<file path="src/bfa_pkg.sv">
package bfa_pkg;

    localparam int MAX_FRAMES   = 4096;
    localparam int ORDER_LEVELS = 13;
    localparam int FIDX_W       = 12;
    localparam int LINK_W       = 13;
    localparam int CNT_W        = 13;
    localparam int ORD_W        = 4;

    localparam logic [LINK_W-1:0] LINK_NULL = LINK_W'(MAX_FRAMES);
    localparam logic [ORD_W-1:0]  TOP_MAX   = ORD_W'(ORDER_LEVELS - 1);

    typedef enum logic [1:0] {
        REQ_ALLOC   = 2'd0,
        REQ_FREE    = 2'd1,
        REQ_RELEASE = 2'd2,
        REQ_RESERVE = 2'd3
    } req_t;

    typedef enum logic [1:0] {
        STS_OK     = 2'd0,
        STS_NOFREE = 2'd1,
        STS_RANGE  = 2'd2,
        STS_STATE  = 2'd3
    } status_t;

    // Per-frame flags, kept together in one memory word.
    typedef struct packed {
        logic             busy;
        logic             inner;
        logic [ORD_W-1:0] order;
    } fword_t;

    typedef enum logic [4:0] {
        OP_NOP, OP_CLR, OP_LOAD, OP_DISP, OP_SETST, OP_ASCAN, OP_ASPLIT,
        OP_FRD, OP_FCHK, OP_GRD, OP_MRG1, OP_MRG2, OP_GEND, OP_FCNT,
        OP_RRD, OP_RCHK, OP_RSPLIT, OP_ULRD, OP_ULWR, OP_AP1, OP_AP2, OP_DONE
    } op_t;

    typedef enum logic [4:0] {
        ST_CLEAR, ST_IDLE, ST_DISPATCH, ST_A_SCAN, ST_A_SPLIT,
        ST_F_RD, ST_F_CHK, ST_G_CHK, ST_G_BUD, ST_G_MRG1, ST_G_MRG2,
        ST_G_END, ST_F_CNT, ST_R_RD, ST_R_CHK, ST_R_SPLIT,
        ST_UL_RD, ST_UL_WR, ST_AP1, ST_AP2,
        ST_FAIL_NF, ST_FAIL_RG, ST_FAIL_ST, ST_DONE
    } state_t;

    typedef struct packed {
        op_t     op;
        status_t code;
    } cmd_t;

    typedef struct packed {
        logic cfg_wr;
        logic clr_last;
        req_t req;
        logic ord_bad;
        logic range_bad;
        logic head_hit;
        logic k_top;
        logic k_eq_ord;
        logic k_zero;
        logic fr_bad;
        logic bud_ok;
        logic r_inner;
        logic h_zero;
        logic rs_bad;
        logic out_free;
    } stat_t;

    function automatic logic [ORD_W-1:0] top_of(input logic [CNT_W-1:0] c);
        logic [ORD_W-1:0] t;
        t = '0;
        for (int i = 0; i < CNT_W; i++) begin
            if (c[i]) begin
                t = ORD_W'(i);
            end
        end
        if (t > TOP_MAX) begin
            t = TOP_MAX;
        end
        return t;
    endfunction

endpackage

</file>
<file path="src/bfa_ctrl.sv">
module bfa_ctrl
    import bfa_pkg::*;
(
    input  logic  aclk,
    input  logic  aresetn,
    input  logic  s_tvalid,
    output logic  s_tready,
    input  stat_t st,
    output cmd_t  cmd
);

    state_t state_reg, state_next;
    state_t ret_reg, ret_next;

    always_ff @(posedge aclk) begin
        if (!aresetn) begin
            state_reg <= ST_CLEAR;
            ret_reg   <= ST_IDLE;
        end else begin
            state_reg <= state_next;
            ret_reg   <= ret_next;
        end
    end

    always_comb begin
        state_next = state_reg;
        ret_next   = ret_reg;
        cmd.op     = OP_NOP;
        cmd.code   = STS_OK;
        s_tready   = 1'b0;
        unique case (state_reg)
            ST_CLEAR: begin
                cmd.op = OP_CLR;
                if (st.clr_last) begin
                    state_next = ST_IDLE;
                end
            end
            ST_IDLE: begin
                s_tready = 1'b1;
                if (s_tvalid) begin
                    cmd.op     = OP_LOAD;
                    state_next = ST_DISPATCH;
                end
            end
            ST_DISPATCH: begin
                cmd.op = OP_DISP;
                if (st.req == REQ_ALLOC) begin
                    state_next = st.ord_bad ? ST_FAIL_NF : ST_A_SCAN;
                end else if (st.range_bad) begin
                    state_next = ST_FAIL_RG;
                end else if (st.req == REQ_RESERVE) begin
                    state_next = ST_R_RD;
                end else begin
                    state_next = ST_F_RD;
                end
            end
            ST_A_SCAN: begin
                cmd.op = OP_ASCAN;
                if (st.head_hit) begin
                    ret_next   = ST_A_SPLIT;
                    state_next = ST_UL_RD;
                end else if (st.k_top) begin
                    state_next = ST_FAIL_NF;
                end
            end
            ST_A_SPLIT: begin
                cmd.op = OP_ASPLIT;
                if (st.k_eq_ord) begin
                    state_next = ST_DONE;
                end else begin
                    ret_next   = ST_A_SPLIT;
                    state_next = ST_AP1;
                end
            end
            ST_F_RD: begin
                cmd.op     = OP_FRD;
                state_next = ST_F_CHK;
            end
            ST_F_CHK: begin
                cmd.op     = OP_FCHK;
                state_next = st.fr_bad ? ST_FAIL_ST : ST_G_CHK;
            end
            ST_G_CHK: begin
                cmd.op     = OP_GRD;
                state_next = st.k_top ? ST_G_END : ST_G_BUD;
            end
            ST_G_BUD: begin
                if (st.bud_ok) begin
                    ret_next   = ST_G_MRG1;
                    state_next = ST_UL_RD;
                end else begin
                    state_next = ST_G_END;
                end
            end
            ST_G_MRG1: begin
                cmd.op     = OP_MRG1;
                state_next = ST_G_MRG2;
            end
            ST_G_MRG2: begin
                cmd.op     = OP_MRG2;
                state_next = ST_G_CHK;
            end
            ST_G_END: begin
                cmd.op     = OP_GEND;
                ret_next   = ST_F_CNT;
                state_next = ST_AP1;
            end
            ST_F_CNT: begin
                cmd.op     = OP_FCNT;
                state_next = ST_DONE;
            end
            ST_R_RD: begin
                cmd.op     = OP_RRD;
                state_next = ST_R_CHK;
            end
            ST_R_CHK: begin
                cmd.op = OP_RCHK;
                if (st.r_inner) begin
                    state_next = st.h_zero ? ST_FAIL_ST : ST_R_RD;
                end else if (st.rs_bad) begin
                    state_next = ST_FAIL_ST;
                end else begin
                    ret_next   = ST_R_SPLIT;
                    state_next = ST_UL_RD;
                end
            end
            ST_R_SPLIT: begin
                cmd.op = OP_RSPLIT;
                if (st.k_zero) begin
                    state_next = ST_DONE;
                end else begin
                    ret_next   = ST_R_SPLIT;
                    state_next = ST_AP1;
                end
            end
            ST_UL_RD: begin
                cmd.op     = OP_ULRD;
                state_next = ST_UL_WR;
            end
            ST_UL_WR: begin
                cmd.op     = OP_ULWR;
                state_next = ret_reg;
            end
            ST_AP1: begin
                cmd.op     = OP_AP1;
                state_next = ST_AP2;
            end
            ST_AP2: begin
                cmd.op     = OP_AP2;
                state_next = ret_reg;
            end
            ST_FAIL_NF: begin
                cmd.op     = OP_SETST;
                cmd.code   = STS_NOFREE;
                state_next = ST_DONE;
            end
            ST_FAIL_RG: begin
                cmd.op     = OP_SETST;
                cmd.code   = STS_RANGE;
                state_next = ST_DONE;
            end
            ST_FAIL_ST: begin
                cmd.op     = OP_SETST;
                cmd.code   = STS_STATE;
                state_next = ST_DONE;
            end
            ST_DONE: begin
                cmd.op = OP_DONE;
                if (st.out_free) begin
                    state_next = ST_IDLE;
                end
            end
            default: begin
                state_next = ST_IDLE;
            end
        endcase
        // A zone rebuild restarts the clearing pass from any state.
        if (st.cfg_wr) begin
            state_next = ST_CLEAR;
        end
    end

endmodule

</file>
<file path="config.mk">
export PLATFORM = sky130hd
export DESIGN_NAME = bfa_ctrl
export DESIGN_NICKNAME = d
export VERILOG_FILES = /design/src/bfa_pkg.sv /design/src/bfa_ctrl.sv
export SDC_FILE = /design/constraint.sdc
export NUM_CORES = 1
export LEC_CHECK = 0
export ABC_CLOCK_PERIOD_IN_PS = 2730
export BUFFER_PORTS_ARGS = -buffer_cell sky130_fd_sc_hd__buf_4
export CAP_MARGIN = 20
export CORE_UTILIZATION = 54
export CTS_CLUSTER_DIAMETER = 150
export CTS_CLUSTER_SIZE = 10
export DETAILED_ROUTE_END_ITERATION = 10
export PLACE_DENSITY = 0.87
export SYNTH_ARGS = -nofsm -noshare
export SYNTH_HDL_FRONTEND = slang
export SYNTH_SLANG_ARGS = --single-unit
</file>
<file path="constraint.sdc">
create_clock -name aclk -period 2.73 [get_ports aclk]
set_input_delay 0 -clock aclk [delete_from_list [all_inputs] [get_ports aclk]]
set_output_delay 0 -clock aclk [all_outputs]
set_load 0.01 [all_outputs]
</file>
==> run_summary.xml, run 1 <==
<?xml version="1.0" encoding="UTF-8"?>
<metrics>
  <group name="clock_tree">
    <metric name="clk-insertion-delay-late" unit="ns">0.27</metric>
    <metric name="post_cts.repair.setup_buffers" unit="">0</metric>
    <metric name="cts-buffers-inserted" unit="">3</metric>
    <metric name="numClockSinks" unit="">9</metric>
    <metric name="root_buffer" unit="">clkbuf_4</metric>
    <metric name="postCtsResizedCells" unit="">0</metric>
    <metric name="buffer_depth_of_the_longest_clock_path" unit="">2</metric>
    <metric name="cts.reportedPaths.clkPinSlew" unit="ns">0.07</metric>
    <metric name="cts.htree.levels" unit="">1</metric>
    <metric name="cts_tree" unit="">done</metric>
    <metric name="cts_hold_buf" unit="">0</metric>
  </group>
  <group name="timing">
    <metric name="finalHoldViolCount" unit="">0</metric>
    <metric name="finalSetupViolCount" unit="">0</metric>
    <metric name="clock-skew-final" unit="ns">0.007942</metric>
    <metric name="setup_slack" unit="ns">0.4276</metric>
    <metric name="final_cycle_utilization_of_the_critical_path" unit="%">84.34</metric>
    <metric name="post-route-min-period" unit="ns">2.302</metric>
    <metric name="achievable-frequency" unit="GHz">0.4343</metric>
    <metric name="setup_total_negative_slack" unit="ns">0</metric>
    <metric name="maxSlewViolCount" unit="">0</metric>
    <metric name="tightest_slew" unit="ns">0.6350</metric>
    <metric name="grt_setup_unrepaired" unit="">no</metric>
    <metric name="worst_slew_margin_rel" unit="%">56.57</metric>
    <metric name="worst_case_hold_slack" unit="ns">0.03443</metric>
  </group>
  <group name="power">
    <metric name="post-layout-total-power" unit="mW">0.3078</metric>
    <metric name="power.ir.vdd_worst" unit="mV">0.2443</metric>
    <metric name="pd_cells" unit="mW/mm2">221.9</metric>
    <metric name="leakagePower" unit="nW">0.5075</metric>
  </group>
  <group name="worst_setup_path">
    <metric name="timing.setup.critical_path_class" unit="">reg2reg</metric>
    <metric name="startpoint_type" unit="">flop</metric>
    <metric name="cp_data_arrival_time" unit="ns">2.45</metric>
    <metric name="worstSetupEndpointType" unit="">flop</metric>
    <metric name="cp_max_fo" unit="">20</metric>
    <metric name="critPathRequiredTime" unit="ns">2.88</metric>
  </group>
  <group name="global_routing">
    <metric name="antenna_violations_before_repair" unit="">0</metric>
    <metric name="number_of_global_route_vias_before_repair" unit="">1353</metric>
    <metric name="gr-total-overflow" unit="">0</metric>
    <metric name="grt_start_max_net_pins" unit="">28</metric>
    <metric name="grt_pass1_wl" unit="um">6292</metric>
    <metric name="grt_util_all_layers" unit="%">33.93</metric>
  </group>
  <group name="floorplan">
    <metric name="initial_utilization" unit="%">58.19</metric>
    <metric name="placementRows" unit="">16</metric>
    <metric name="die_h" unit="um">48.45</metric>
    <metric name="design.core.area" unit="mm2">0.002002</metric>
    <metric name="die_width" unit="um">48.45</metric>
    <metric name="floorplan.die_area" unit="mm2">0.002347</metric>
    <metric name="num_io_pins" unit="">27</metric>
  </group>
  <group name="detailed_routing">
    <metric name="drt_via_density" unit="">6.646</metric>
    <metric name="dr_drc_count" unit="">0</metric>
    <metric name="dr_total_vias" unit="">1502</metric>
    <metric name="finalWirelength" unit="um">3827</metric>
    <metric name="initialDrtViolationCount" unit="">139</metric>
    <metric name="wire_per_inst" unit="um">16.93</metric>
    <metric name="drtPass1Iterations" unit="">5</metric>
    <metric name="route.antenna.remaining_nets" unit="">0</metric>
  </group>
  <group name="logic_synthesis">
    <metric name="ys_ff_latch" unit="">9</metric>
    <metric name="postSynth.asyncResetShare" unit="%">0</metric>
    <metric name="netlist-cell-type-count" unit="">50</metric>
    <metric name="synth-seq-area-share" unit="%">15.47</metric>
    <metric name="cell_type_contributing_the_most_total_cell_area_after_synthesis" unit="">dfxtp_1</metric>
    <metric name="syn_area_per_cell" unit="um2">6.508</metric>
    <metric name="yosys_warnings" unit="">0</metric>
    <metric name="syn-num-nets" unit="">198</metric>
    <metric name="synth_area" unit="mm2">0.001165</metric>
    <metric name="ys.flop_type" unit="">dfxtp_1</metric>
    <metric name="synthCells" unit="">179</metric>
    <metric name="synth-edff-count" unit="">0</metric>
    <metric name="ys_top_cells_by_area" unit="">dfxtp_1 (15%), nor2_1 (6.8%), nand2_1 (6.4%)</metric>
    <metric name="synthDominantCellAreaShare" unit="%">15.47</metric>
  </group>
  <group name="final_layout">
    <metric name="fin_area" unit="mm2">0.001388</metric>
    <metric name="layout_cell_share_with_drive_strength_beyond_1" unit="%">21.61</metric>
    <metric name="layout-area-overhead-vs-synth" unit="%">19.12</metric>
    <metric name="most-common-layout-cells" unit="">buf_4 (33), nor2_1 (21), nand2_1 (20), a21oi_1 (13), o21ai_0 (12)</metric>
    <metric name="num_antenna_cells" unit="">0</metric>
    <metric name="layout.cells.most_common" unit="">buf_4</metric>
    <metric name="util_after_layout" unit="%">69.31</metric>
    <metric name="largest_reg_flops" unit="">5</metric>
    <metric name="finalNetCount" unit="">219</metric>
    <metric name="stdcell_count" unit="">226</metric>
  </group>
  <group name="placement">
    <metric name="postPlaceCellArea" unit="mm2">0.001361</metric>
    <metric name="gp_congestion" unit="">0.9488</metric>
    <metric name="dp_hpwl" unit="um">2892</metric>
    <metric name="numPortBuffers" unit="">26</metric>
    <metric name="placed_cells" unit="">222</metric>
    <metric name="dp_worst_setup_slack" unit="ns">0.4969</metric>
  </group>
  <group name="status">
    <metric name="status" unit="">finished clean</metric>
  </group>
  <group name="run">
    <metric name="timing.max_cap.violations" unit="">0</metric>
  </group>
  <group name="min_path">
    <metric name="hold_path_class" unit="">in2reg</metric>
  </group>
</metrics>
[worst paths after layout]
kind / from / endpoint / slack [ns] / cells past startpoint
min reg2reg: ret_reg[1] / ret_reg[1] / 0.50 / 2
min: aresetn / ret_reg[2] / 0.03 / 2
max: state_reg[3] / ret_reg[0] / 0.43 / 6
max reg2reg: state_reg[3] / ret_reg[0] / 0.43 / 6
[worst max-delay path, stage by stage, from the launching register on]
cell,delay [ns]
dfxtp_1,0.52
nand2b_1,0.37
nor4_1,0.09
buf_4,0.17
or4_4,0.45
nor3_4,0.26
mux2_4,0.32
[synthesized netlist by cell type (all sizes together) (2+ instances only)]
cell	n
o2bb2ai	2
o21ai	12
buf	10
nand2b	7
a311oi	2
o311a	2
nor3	13
nand2	20
a31oi	3
nor2	21
a21o	2
or3	2
nand3	8
dfxtp	9
a211oi	4
clkbuf	7
and3	2
or2	2
inv	4
o32ai	2
nor2b	3
a21oi	13
mux2i	2
mux2	2
nor4	6
[routing by layer]
layer | track usage [%] | vias up | routed length (um)
li1 | - | 703 | -
met1 | 44.89 | 669 | 1472
met2 | 54.93 | 120 | 1839
met3 | 6.289 | 10 | 429
met4 | 12.25 | 0 | 86
met5 | 0 | - | 0
[power by group]
| part | switching, mW | internal [mW] |
|---|---|---|
| sequential | 0.00274 | 0.132 |
| combinational | 0.0321 | 0.0314 |
| clock | 0.0531 | 0.0565 |
| total | 0.0879 | 0.220 |
[cell families (layout without fill, tap and decap cells)]
logic type,after synthesis,count (layout),synth area share (%)
buffers and inverters,21,41,8.592
multiplexers,4,4,3.974
AND/OR/NAND/NOR,90,90,39.85
flip-flops,9,9,15.47
AO/OA/AOI/OAI,54,54,31.37
XOR/XNOR,1,1,0.7520
[area by class of cell]
class / count / area [um2]
clock buffer: 4 / 26.28
fill: 177 / 614.3
inverter: 4 / 15.01
multi-input combinational: 149 / 884.6
sequential: 9 / 180.2
tap: 27 / 33.78
timing repair buffer: 33 / 247.7
Note: power is estimated with default switching activity, not from simulation.
==> run 2: changes to the inputs <==
--- a/config.mk
+++ b/config.mk
@@ -5,7 +5,7 @@
 export SDC_FILE = /design/constraint.sdc
 export NUM_CORES = 1
 export LEC_CHECK = 0
-export ABC_CLOCK_PERIOD_IN_PS = 2730
+export ABC_CLOCK_PERIOD_IN_PS = 2200
 export BUFFER_PORTS_ARGS = -buffer_cell sky130_fd_sc_hd__buf_4
 export CAP_MARGIN = 20
 export CORE_UTILIZATION = 54
==> constraint.sdc (replaced) <==
create_clock -name aclk -period 2.2 [get_ports aclk]
set_input_delay 0 -clock aclk [delete_from_list [all_inputs] [get_ports aclk]]
set_output_delay 0 -clock aclk [all_outputs]
set_load 0.01 [all_outputs]
==> run 2 against run 1 <==
Clock-buffer cell count unchanged. Clock power increased by 21%. Sequential power increased by 22%. Cell count increased by 3.5%. Critical endpoint unchanged.
==> run_summary.xml, run 2 (same netlist as run 1, synthesis figures left out) <==
<?xml version="1.0" encoding="UTF-8"?>
<metrics>
  <group name="placement">
    <metric name="gp_congestion" unit="">0.9833</metric>
    <metric name="numPortBuffers" unit="">26</metric>
    <metric name="dp_hpwl" unit="um">3171</metric>
  </group>
  <group name="worst_setup_path">
    <metric name="worst_r2r_endpoint" unit="">ret_reg[0]</metric>
    <metric name="cpMaxStageDelayCell" unit="">or4_4</metric>
    <metric name="register_to_register_setup_slack" unit="ns">0.23</metric>
    <metric name="worstSetupEndpointType" unit="">flop</metric>
    <metric name="timing.setup.critical_path_class" unit="">reg2reg</metric>
    <metric name="cp_cell_sequence" unit="">buf_4 &gt; nand2_1 &gt; nor3_2 &gt; or4_4 &gt; nor3_4 &gt; mux2_4</metric>
    <metric name="critical_path_end" unit="">ret_reg[0]</metric>
    <metric name="critPathRequiredTime" unit="ns">2.37</metric>
    <metric name="startpoint_type" unit="">flop</metric>
    <metric name="worst_r2r_path_depth" unit="">6</metric>
    <metric name="crit_start" unit="">state_reg[1]</metric>
    <metric name="rr_startpoint" unit="">state_reg[1]</metric>
    <metric name="critical_path.max_stage_delay" unit="ns">0.57</metric>
    <metric name="cp_max_fo" unit="">13</metric>
    <metric name="cp_data_arrival_time" unit="ns">2.14</metric>
  </group>
  <group name="floorplan">
    <metric name="floorplan.die_area" unit="mm2">0.002347</metric>
    <metric name="design.core.area" unit="mm2">0.002002</metric>
    <metric name="die_h" unit="um">48.45</metric>
    <metric name="num_io_pins" unit="">27</metric>
    <metric name="die_width" unit="um">48.45</metric>
    <metric name="initial_utilization" unit="%">58.19</metric>
    <metric name="placementRows" unit="">16</metric>
  </group>
  <group name="global_routing">
    <metric name="gr-total-overflow" unit="">0</metric>
    <metric name="grt_start_max_net_pins" unit="">23</metric>
    <metric name="grt_pass1_wl" unit="um">6368</metric>
    <metric name="antenna_violations_before_repair" unit="">0</metric>
    <metric name="number_of_global_route_vias_before_repair" unit="">1400</metric>
    <metric name="grt_util_all_layers" unit="%">34.83</metric>
  </group>
  <group name="power">
    <metric name="post-layout-total-power" unit="mW">0.3818</metric>
    <metric name="power.ir.vdd_worst" unit="mV">0.2263</metric>
    <metric name="leakagePower" unit="nW">0.5467</metric>
    <metric name="pd_cells" unit="mW/mm2">263.8</metric>
  </group>
  <group name="run">
    <metric name="timing.max_cap.violations" unit="">0</metric>
  </group>
  <group name="timing">
    <metric name="clock-skew-final" unit="ns">0.008897</metric>
    <metric name="finalSetupViolCount" unit="">0</metric>
    <metric name="tightest_slew" unit="ns">0.5047</metric>
    <metric name="grt_setup_unrepaired" unit="">no</metric>
    <metric name="setup_total_negative_slack" unit="ns">0</metric>
    <metric name="finalHoldViolCount" unit="">0</metric>
    <metric name="achievable-frequency" unit="GHz">0.5068</metric>
    <metric name="worst_slew_margin_rel" unit="%">66.09</metric>
    <metric name="worst_case_hold_slack" unit="ns">0.02235</metric>
    <metric name="final_cycle_utilization_of_the_critical_path" unit="%">89.69</metric>
    <metric name="post-route-min-period" unit="ns">1.973</metric>
    <metric name="maxSlewViolCount" unit="">0</metric>
  </group>
  <group name="clock_tree">
    <metric name="post_cts.repair.setup_buffers" unit="">0</metric>
    <metric name="clk-insertion-delay-late" unit="ns">0.28</metric>
    <metric name="postCtsResizedCells" unit="">0</metric>
    <metric name="cts_tree" unit="">done</metric>
    <metric name="numClockSinks" unit="">9</metric>
    <metric name="cts.reportedPaths.clkPinSlew" unit="ns">0.06</metric>
    <metric name="buffer_depth_of_the_longest_clock_path" unit="">2</metric>
    <metric name="cts.htree.levels" unit="">1</metric>
    <metric name="cts-buffers-inserted" unit="">3</metric>
    <metric name="cts_hold_buf" unit="">0</metric>
    <metric name="root_buffer" unit="">clkbuf_4</metric>
  </group>
  <group name="final_layout">
    <metric name="finalNetCount" unit="">227</metric>
    <metric name="layout-area-overhead-vs-synth" unit="%">24.28</metric>
    <metric name="num_antenna_cells" unit="">0</metric>
    <metric name="largest_reg_flops" unit="">5</metric>
    <metric name="layout_cell_share_with_drive_strength_beyond_1" unit="%">24.64</metric>
    <metric name="most-common-layout-cells" unit="">buf_4 (41), nor2_1 (21), nand2_1 (20), a21oi_1 (13), o21ai_0 (12)</metric>
    <metric name="util_after_layout" unit="%">72.31</metric>
    <metric name="layout.cells.most_common" unit="">buf_4</metric>
  </group>
  <group name="detailed_routing">
    <metric name="drt_via_density" unit="">6.577</metric>
    <metric name="route.antenna.remaining_nets" unit="">0</metric>
    <metric name="drtPass1Iterations" unit="">5</metric>
    <metric name="finalWirelength" unit="um">4011</metric>
    <metric name="initialDrtViolationCount" unit="">105</metric>
    <metric name="dr_total_vias" unit="">1539</metric>
    <metric name="wire_per_inst" unit="um">17.14</metric>
    <metric name="dr_drc_count" unit="">0</metric>
  </group>
  <group name="status">
    <metric name="status" unit="">finished clean</metric>
  </group>
  <group name="min_path">
    <metric name="hold_path_class" unit="">in2reg</metric>
  </group>
</metrics>
## run 2: metrics by stage
step                      cell area, um2  instances  setup WS, ns
after floorplan                     1165        179        0.2873
after global placement              1421        230        0.3214
after detailed placement            1421        230        0.2427
after CTS                           1448        234        0.2374
after global routing                1448        234        0.1338
final                               1448        234        0.2268
## run 2: cell type report
cell class	instances	area, um2
clock buffer	4	26.28
fill	172	554.3
inverter	4	15.01
multi-input combinational	149	884.6
sequential	9	180.2
tap	27	33.78
timing repair buffer	41	307.8
## run 2: worst min path at each step
| stage | from | to | slack [ns] | depth (start not counted) |
|---|---|---|---|---|
| 6_report | aresetn | ret_reg[2] | 0.02 | 2 |
| 5_1_grt | aresetn | ret_reg[2] | 0.03 | 2 |
| 4_1_cts | aresetn | ret_reg[2] | 0.02 | 2 |
| 3_5_place_dp | st[15] | state_reg[4] | 0.31 | 4 |
| 3_3_place_gp | aresetn | ret_reg[2] | 0.30 | 2 |
| 2_1_floorplan | aresetn | ret_reg[2] | 0.13 | 1 |
## run 2: critical path: cells and delay by family, from the launching register on
family | cells | cell delay (ns)
muxes | 1 | 0.32
DFF | 1 | 0.35
buffers and inverters | 1 | 0.19
and+or+nand+nor | 4 | 1.02
## run 2: routing by layer
layer	global-route usage (%)	routed length (um)	vias up
li1	-	-	718
met1	41.54	1513	687
met2	58.22	1871	115
met3	9.748	458	19
met4	15.20	167	0
met5	0	0	-
## run 2: power by group
group / internal (mW) / leakage (nW) / switching [mW] / total (mW)
clock network: 0.0702 / 0.0150 / 0.0624 / 0.133
registers: 0.164 / 0.0727 / 0.00142 / 0.165
logic: 0.0414 / 0.459 / 0.0425 / 0.0839
